<file path="config.mk">
export PLATFORM = sky130hd
export DESIGN_NAME = multiply_rotate_dice_rng_core
export DESIGN_NICKNAME = d
export VERILOG_FILES = /design/src/rtl/mrdr_pkg.sv /design/src/rtl/mrdr_mod_unit.sv /design/src/rtl/multiply_rotate_dice_rng_core.sv
export VERILOG_INCLUDE_DIRS = /design/src /design/src/rtl
export SDC_FILE = /design/constraint.sdc
export NUM_CORES = 1
export LEC_CHECK = 0
export BUFFER_PORTS_ARGS = -buffer_cell sky130_fd_sc_hd__buf_2
export CAP_MARGIN = 20
export CELL_PAD_IN_SITES_DETAIL_PLACEMENT = 1
export CELL_PAD_IN_SITES_GLOBAL_PLACEMENT = 2
export CORE_MARGIN = 2
export CORE_UTILIZATION = 43
export DETAILED_ROUTE_END_ITERATION = 8
export HOLD_SLACK_MARGIN = 0.05
export PLACE_DENSITY_LB_ADDON = 0.1
export SETUP_SLACK_MARGIN = 0.4
export SKIP_CTS_REPAIR_TIMING = 1
export SLEW_MARGIN = 5
export SYNTH_ARGS = -nofsm -noshare
export SYNTH_HDL_FRONTEND = slang
export SYNTH_SLANG_ARGS = --single-unit
</file>
<file path="constraint.sdc">
create_clock -name i_clk -period 16.3 [get_ports i_clk]
set_clock_uncertainty 0.2 [all_clocks]
set_input_delay 0.815 -clock i_clk [delete_from_list [all_inputs] [get_ports i_clk]]
set_output_delay 0.815 -clock i_clk [all_outputs]
set_load 0.1 [all_outputs]
</file>
<file path="src/rtl/multiply_rotate_dice_rng_core_macros.svh">
// Assertion macros shared by the dice generator RTL.
// No dependencies; included by files that carry concurrent checks.
`ifndef MULTIPLY_ROTATE_DICE_RNG_CORE_MACROS_SVH
`define MULTIPLY_ROTATE_DICE_RNG_CORE_MACROS_SVH

// antecedent true implies consequent in the same cycle
`define MRDR_ASSERT_SAME(lbl, clk, rst_n, ante, cons, msg) \
    lbl: assert property (@(posedge clk) disable iff (!(rst_n)) (ante) |-> (cons)) \
        else $error(msg);

// antecedent true implies consequent in the next cycle
`define MRDR_ASSERT_NEXT(lbl, clk, rst_n, ante, cons, msg) \
    lbl: assert property (@(posedge clk) disable iff (!(rst_n)) (ante) |=> (cons)) \
        else $error(msg);

`endif

</file>
<file path="src/rtl/mrdr_pkg.sv">
// Shared types, constants and the seed update function for the dice generator.
// No dependencies.
package mrdr_pkg;

    localparam int DATA_W       = 32;
    localparam int ITER_W       = $clog2(DATA_W);
    localparam int ADDR_W       = 3;
    localparam int REG_IDX_W    = ADDR_W - 2;
    localparam int MAX_DICE_DEF = 255;
    localparam int ROT_R        = 13;

    localparam logic [DATA_W-1:0]    SEED_MULT        = 32'hDEAD_BF03;
    localparam logic [REG_IDX_W-1:0] REG_INITIAL_SEED = '0;

    localparam logic OP_DICE  = 1'b0;
    localparam logic OP_RANGE = 1'b1;

    typedef struct packed {
        logic busy;
        logic done;
    } t_div_status;

    // increment, multiply, then rotate right
    function automatic logic [DATA_W-1:0] next_seed(input logic [DATA_W-1:0] seed);
        logic [DATA_W-1:0] prod;
        prod = SEED_MULT * (seed + DATA_W'(1));
        return {prod[ROT_R-1:0], prod[DATA_W-1:ROT_R]};
    endfunction

endpackage

</file>
<file path="src/rtl/mrdr_mod_unit.sv">
// Bit-serial restoring modulo unit: one remainder bit per cycle.
// Depends on mrdr_pkg.
module mrdr_mod_unit (
    input  logic                        i_clk,
    input  logic                        i_rst_n,
    input  logic                        i_start,
    input  logic [mrdr_pkg::DATA_W-1:0] i_dividend,
    input  logic [mrdr_pkg::DATA_W-1:0] i_divisor,
    output logic [mrdr_pkg::DATA_W-1:0] o_remainder,
    output mrdr_pkg::t_div_status       o_status
);

    logic [mrdr_pkg::DATA_W-1:0] r_rem;
    logic [mrdr_pkg::DATA_W-1:0] r_dvd;
    logic [mrdr_pkg::DATA_W-1:0] r_dvs;
    logic [mrdr_pkg::ITER_W-1:0] r_iter;
    logic                        r_busy;
    logic                        r_done;
    logic [mrdr_pkg::DATA_W:0]   w_shift;
    logic [mrdr_pkg::DATA_W:0]   w_diff;

    assign w_shift = {r_rem, r_dvd[mrdr_pkg::DATA_W-1]};
    assign w_diff  = w_shift - {1'b0, r_dvs};

    always_ff @(posedge i_clk) begin
        if (!i_rst_n) begin
            r_busy <= 1'b0;
            r_done <= 1'b0;
            r_iter <= '0;
        end else begin
            r_done <= 1'b0;
            if (i_start) begin
                r_busy <= 1'b1;
                r_iter <= '0;
                r_rem  <= '0;
                r_dvd  <= i_dividend;
                r_dvs  <= i_divisor;
            end else if (r_busy) begin
                // keep the shifted value when the trial subtract goes negative
                r_rem  <= w_diff[mrdr_pkg::DATA_W] ? w_shift[mrdr_pkg::DATA_W-1:0]
                                                   : w_diff[mrdr_pkg::DATA_W-1:0];
                r_dvd  <= {r_dvd[mrdr_pkg::DATA_W-2:0], 1'b0};
                r_iter <= r_iter + mrdr_pkg::ITER_W'(1);
                if (r_iter == mrdr_pkg::ITER_W'(mrdr_pkg::DATA_W - 1)) begin
                    r_busy <= 1'b0;
                    r_done <= 1'b1;
                end
            end
        end
    end

    assign o_remainder   = r_rem;
    assign o_status.busy = r_busy;
    assign o_status.done = r_done;

endmodule

</file>
<file path="src/rtl/multiply_rotate_dice_rng_core.sv">
// Multiply-rotate dice generator, top level: sequencer, seed, accumulator, APB.
// Depends on mrdr_pkg, mrdr_mod_unit and the assertion macro header.
//
//  channel | direction | handshake                | payload
//  --------+-----------+--------------------------+--------------------------------------
//  in      | to core   | i_in_valid / o_in_stall  | operation, dice_count, pips, range_*
//  out     | from core | o_out_valid / i_out_stall| value
//  cfg     | to core   | APB psel/penable/pready  | initial_seed at byte address 0
//
// Each die is a seed update, a divider start and the wait in the modulo unit.
// An item rolls n dice (n = 1 for a range); zero pips, zero dice or a zero span roll none.
// The bit-serial modulo unit does the reduction; dice are rolled one after another.
// Synchronous active-low reset clears the seed to zero; no clearing pass.
// o_in_stall is high from acceptance until the result is loaded in the output register;
// a held result blocks only the final load, not the next acceptance.
`include "multiply_rotate_dice_rng_core_macros.svh"

module multiply_rotate_dice_rng_core #(
    parameter int MAX_DICE = mrdr_pkg::MAX_DICE_DEF
) (
    input  logic                        i_clk,
    input  logic                        i_rst_n,
    input  logic                        i_in_valid,
    output logic                        o_in_stall,
    input  logic                        i_operation,
    input  logic [7:0]                  i_dice_count,
    input  logic [mrdr_pkg::DATA_W-1:0] i_pips,
    input  logic [mrdr_pkg::DATA_W-1:0] i_range_low,
    input  logic [mrdr_pkg::DATA_W-1:0] i_range_high,
    output logic                        o_out_valid,
    input  logic                        i_out_stall,
    output logic [mrdr_pkg::DATA_W-1:0] o_value,
    input  logic                        psel,
    input  logic                        penable,
    input  logic                        pwrite,
    input  logic [mrdr_pkg::ADDR_W-1:0] paddr,
    input  logic [mrdr_pkg::DATA_W-1:0] pwdata,
    output logic [mrdr_pkg::DATA_W-1:0] prdata,
    output logic                        pready
);

    localparam int CNT_W = $clog2(MAX_DICE + 1);

    typedef enum logic [2:0] {
        S_IDLE,
        S_STEP,
        S_START,
        S_WAIT,
        S_DONE
    } t_state;

    t_state                      r_state;
    logic [mrdr_pkg::DATA_W-1:0] r_seed;
    logic [mrdr_pkg::DATA_W-1:0] r_cfg_seed;
    logic [mrdr_pkg::DATA_W-1:0] r_acc;
    logic [mrdr_pkg::DATA_W-1:0] r_faces;
    logic [CNT_W-1:0]            r_cnt;
    logic                        r_out_valid;
    logic [mrdr_pkg::DATA_W-1:0] r_value;

    logic                        w_in_acc;
    logic                        w_cfg_wr;
    logic                        w_seed_sel;
    logic                        w_dice_sat;
    logic [CNT_W-1:0]            w_dice_n;
    logic [mrdr_pkg::DATA_W-1:0] w_span;
    logic [mrdr_pkg::DATA_W-1:0] w_rem;
    mrdr_pkg::t_div_status       w_div_sts;

    assign w_in_acc   = i_in_valid && (r_state == S_IDLE);
    assign w_seed_sel = (paddr[mrdr_pkg::ADDR_W-1:2] == mrdr_pkg::REG_INITIAL_SEED);
    assign w_cfg_wr   = psel && penable && pwrite && w_seed_sel;
    assign w_dice_sat = (32'(i_dice_count) > 32'(MAX_DICE));
    assign w_dice_n   = w_dice_sat ? CNT_W'(MAX_DICE) : CNT_W'(i_dice_count);
    assign w_span     = i_range_high - i_range_low + mrdr_pkg::DATA_W'(1);

    mrdr_mod_unit u_mod (
        .i_clk       (i_clk),
        .i_rst_n     (i_rst_n),
        .i_start     (r_state == S_START),
        .i_dividend  (r_seed),
        .i_divisor   (r_faces),
        .o_remainder (w_rem),
        .o_status    (w_div_sts)
    );

    always_ff @(posedge i_clk) begin
        if (!i_rst_n) begin
            r_state     <= S_IDLE;
            r_seed      <= '0;
            r_cfg_seed  <= '0;
            r_out_valid <= 1'b0;
            r_cnt       <= '0;
        end else begin
            if (w_cfg_wr) begin
                r_seed     <= pwdata;
                r_cfg_seed <= pwdata;
            end
            // load of a new beat wins over the drain of the old one
            if (r_state == S_DONE && (!r_out_valid || !i_out_stall)) begin
                r_out_valid <= 1'b1;
            end else if (r_out_valid && !i_out_stall) begin
                r_out_valid <= 1'b0;
            end
            unique case (r_state)
                S_IDLE: begin
                    if (w_in_acc) begin
                        if (i_operation == mrdr_pkg::OP_RANGE) begin
                            r_faces <= w_span;
                            r_cnt   <= CNT_W'(1);
                            r_acc   <= i_range_low - mrdr_pkg::DATA_W'(1);
                            r_state <= (w_span == '0) ? S_DONE : S_STEP;
                        end else begin
                            r_faces <= i_pips;
                            r_cnt   <= w_dice_n;
                            r_acc   <= '0;
                            r_state <= (i_pips == '0 || w_dice_n == '0) ? S_DONE : S_STEP;
                        end
                    end
                end
                S_STEP: begin
                    r_seed  <= mrdr_pkg::next_seed(r_seed);
                    r_state <= S_START;
                end
                S_START: begin
                    r_state <= S_WAIT;
                end
                S_WAIT: begin
                    if (w_div_sts.done) begin
                        r_acc <= r_acc + w_rem + mrdr_pkg::DATA_W'(1);
                        r_cnt <= r_cnt - CNT_W'(1);
                        r_state <= (r_cnt == CNT_W'(1)) ? S_DONE : S_STEP;
                    end
                end
                S_DONE: begin
                    if (!r_out_valid || !i_out_stall) begin
                        r_value     <= r_acc;
                        r_state     <= S_IDLE;
                    end
                end
                default: r_state <= S_IDLE;
            endcase
        end
    end

    assign o_in_stall  = (r_state != S_IDLE);
    assign o_out_valid = r_out_valid;
    assign o_value     = r_value;
    assign prdata      = w_seed_sel ? r_cfg_seed : '0;
    assign pready      = 1'b1;

    `MRDR_ASSERT_NEXT(a_busy_after_accept, i_clk, i_rst_n, i_in_valid && !o_in_stall, o_in_stall, "core not busy after accepting a beat")
    `MRDR_ASSERT_SAME(a_div_done_in_wait, i_clk, i_rst_n, w_div_sts.done, r_state == S_WAIT, "modulo result outside wait state")
    `MRDR_ASSERT_NEXT(a_seed_held_in_div, i_clk, i_rst_n, r_state == S_WAIT && !w_cfg_wr, $stable(r_seed), "seed moved during modulo")
    `MRDR_ASSERT_SAME(a_out_from_done, i_clk, i_rst_n, $rose(o_out_valid), $past(r_state == S_DONE), "result beat without finished item")

endmodule

</file>
==> results by group <==
Worst setup path
  • Critical path start-end classification: reg2reg
  • Nature of the critical path startpoint: flip-flop
  • Register-to-register setup slack: 7.20 ns
  • Number of cells on the worst reg-to-reg path: 27
  • Crit. End Element: flip-flop
  • Cell with the largest stage delay on the worst path: sky130_fd_sc_hd__xor2_1
  • Stage delay of the slowest cell on the critical path: 0.62 ns
  • Endpoint of the most critical register-to-register path: r_seed[15]$_SDFFE_PN0P_
  • Most used cell along the critical path: sky130_fd_sc_hd__inv_1
  • Maximum fanout along the worst path: 8
  • CP required: 16.53 ns
  • RR Startpoint: r_seed[1]$_SDFFE_PN0P_
  • Arrival time at the worst endpoint: 9.33 ns

Floorplanning
  • Overall die height: 252.1 um
  • Die Wd: 252.1 um
  • FP Rows: 90
  • Placeable core region: 60580 um^2
  • Top-Level Pins: 214
  • Starting density of the core: 0.4369
  • Die area: 63560 um^2

Hold path
  • WHS Endpoint: u_mod.r_dvs[8]$_DFFE_PP_
  • Path category of the worst min-delay check: reg2reg
  • Hold path depth: 0
  • Worst min-delay path startpoint: r_faces[8]$_DFFE_PP_

Synth
  • Unique masters post-synth: 89
  • Synthesized Nets: 3450
  • Flop and latch count out of synthesis: 275
  • Area of the mapped netlist: 26470 um^2
  • Share of the synthesized area in the top cell type: 0.2178
  • Post-synth ARST share: 0
  • Count of mapped cells out of synthesis: 2803
  • Part of the Yosys area used for sequential elements: 0.2806
  • Cell taking the most area after synthesis: sky130_fd_sc_hd__edfxtp_1
  • Total of warnings raised by yosys: 0
  • Synth top area cells: sky130_fd_sc_hd__edfxtp_1 22%, sky130_fd_sc_hd__ha_1 15%, sky130_fd_sc_hd__fa_1 14%, sky130_fd_sc_hd__inv_1 6.8%, sky130_fd_sc_hd__dfxtp_1 6.3%
  • Count of flip-flops with a built-in enable after synthesis: 192
  • Most frequently used flop master after synthesis: sky130_fd_sc_hd__edfxtp_1
  • Syn_area_per_cell: 9.443 um^2

Clocking
  • Number of buffers created by CTS: 35
  • Number of clock sinks: 275
  • Buffer cell driving the clock tree root: sky130_fd_sc_hd__clkbuf_16
  • Clock transition at the register clock pins on the worst setup and hold paths after CTS: 0.06 ns
  • Clock insertion delay at the later pin of the skew report: 0.55 ns
  • H-tree depth reported by CTS: 2
  • CTS tree: done
  • Deepest clock path buffer count: 3

Timing
  • Upper clock frequency limit: 0.1099 GHz
  • Share of the clock period used by the worst path after layout: 0.5584
  • Number of hold-slack violations in the final timing report: 0
  • Final number of setup-violating endpoints: 0
  • Worst hold margin: 0.2170 ns
  • Clock period minus worst slack: 9.103 ns
  • Worst-margin pin slew: 1.104 ns
  • Worst setup slack after layout: 7.197 ns
  • RSZ-0062 raised after global routing: false
  • Final slew viol count: 0
  • Post-Route Setup TNS: 0 ns
  • Worst-case headroom to the max-slew limit: 0.2570

GRT
  • Total GRT Usage: 0.2629
  • Global-route wire length before repair: 129500 um
  • Via count of the first global-routing pass: 23.06k
  • Pin count of the biggest net entering global routing: 66
  • Initial antenna violation count: 0
  • Total global routing overflow: 0

Routing
  • Initial DRC Count: 966
  • Drt first pass iters: 4
  • ANT nets after route: 0
  • Vias after detailed routing: 20.96k
  • Routed length per placed instance: 21.78 um
  • Post-route DRC violation count: 0
  • Post-Route WL: 83130 um
  • Number of vias per cell after detailed routing: 5.492

Layout
  • Most frequent cells in the layout: 482 x sky130_fd_sc_hd__inv_1, 319 x sky130_fd_sc_hd__ha_1, 210 x sky130_fd_sc_hd__buf_2, 192 x sky130_fd_sc_hd__edfxtp_1
  • Final cell count without fillers: 3817
  • Number of filler cells placed in the layout: 6981
  • NumNets Final: 3655
  • Layout cell share with drive strength beyond 1: 0.1272
  • Antenna diode instance count: 0
  • Area overhead of the layout relative to synthesis: 12.15%
  • Commonest non-fill, non-tap cell in the layout: sky130_fd_sc_hd__inv_1

Placed design
  • Cell count after placement: 3749
  • Pre-CTS WS: 7.256 ns
  • Final weighted congestion of routability-driven global placement: 0.9076
  • IO buf count: 210
  • HPWL Detailed: 69110 um

Status
  • Outcome: complete, no violations

Job
  • Reported max-cap violation count: 0
## worst max-delay path by stage
stage | startpoint | end | depth (start not counted)
3_3_place_gp | r_seed[0]$_SDFFE_PN0P_ | r_seed[17]$_SDFFE_PN0P_ | 27
4_1_cts | r_seed[0]$_SDFFE_PN0P_ | r_seed[15]$_SDFFE_PN0P_ | 27
6_report | r_seed[1]$_SDFFE_PN0P_ | r_seed[15]$_SDFFE_PN0P_ | 27
2_1_floorplan | r_seed[1]$_SDFFE_PN0P_ | r_seed[18]$_SDFFE_PN0P_ | 30
3_5_place_dp | r_seed[0]$_SDFFE_PN0P_ | r_seed[15]$_SDFFE_PN0P_ | 27
5_1_grt | r_seed[0]$_SDFFE_PN0P_ | r_seed[18]$_SDFFE_PN0P_ | 26
## cell families (layout without fill, tap and decap cells)
group,count (synthesis),in the layout,share of synthesized area
AND/OR/NAND/NOR,678,678,0.1258
buffers and inverters,553,785,0.07970
AO/OA/AOI/OAI,512,512,0.1247
adder cells (fa/ha/maj),500,500,0.2877
flip-flops,275,275,0.2806
XOR/XNOR,199,199,0.06665
multiplexers,85,85,0.03474
other,1,1,0.0001417
## cell usage after synthesis (47+ instances only)
library cell                 n
sky130_fd_sc_hd__nor2b_1    47
sky130_fd_sc_hd__nand3_1    49
sky130_fd_sc_hd__ha_1      319
sky130_fd_sc_hd__edfxtp_1  192
sky130_fd_sc_hd__nand2_1   181
sky130_fd_sc_hd__inv_1     483
sky130_fd_sc_hd__mux2_2     55
sky130_fd_sc_hd__a21oi_1   160
sky130_fd_sc_hd__clkbuf_1   57
sky130_fd_sc_hd__nor2_1    177
sky130_fd_sc_hd__fa_1      181
sky130_fd_sc_hd__nor3_1     51
sky130_fd_sc_hd__dfxtp_1    83
sky130_fd_sc_hd__xor2_1     51
sky130_fd_sc_hd__xnor2_1   146
sky130_fd_sc_hd__o21ai_0    88
## final cells by class
type	count	area, um^2	area share
inverter	483	1813	0.06107
sequential	275	7427	0.2502
clock buffer	46	969.7	0.03266
timing repair buffer	238	1319	0.04442
multi-input combinational	1975	16970	0.5716
clock inverter	18	209.0	0.007039
tap	782	978.4	0.03296
## through the flow
step           instance area (um^2)    util
5_1_grt                       29690  0.4900
3_3_place_gp                  28420  0.4691
2_1_floorplan                 26470       -
3_5_place_dp                  28420  0.4691
6_report                      29690  0.4900
4_1_cts                       29600  0.4886
## layer usage
layer / global-route usage / wire length, um
met1: 0.3134 / 34560
met2: 0.4953 / 43780
met3: 0.02348 / 2079
met4: 0.08470 / 2708
met5: 0 / 0
## worst max-delay path, delay by kind of cell, from the launching register on
family	cells	cell delay, ns
compound gates	4	1.40
fa+ha+maj	9	3.85
flops	1	0.59
xor+xnor	2	0.78
buf+inv	6	0.35
simple gates	6	1.80
## sequential cells by signal, indices dropped and copies added, names as in the netlist
register / flops
r_acc: 32
o_out_valid: 1
u_mod.o_remainder: 32
u_mod.r_iter: 5
u_mod.r_dvd: 32
u_mod.r_done: 1
u_mod.r_dvs: 32
o_value: 32
r_state: 3
r_seed: 32
r_cfg_seed: 32
u_mod.r_busy: 1
r_cnt: 8
r_faces: 32
Power is left out: the tool's default activity adds up to more than one toggle a clock period on the data nets, which glitch-free logic cannot reach.
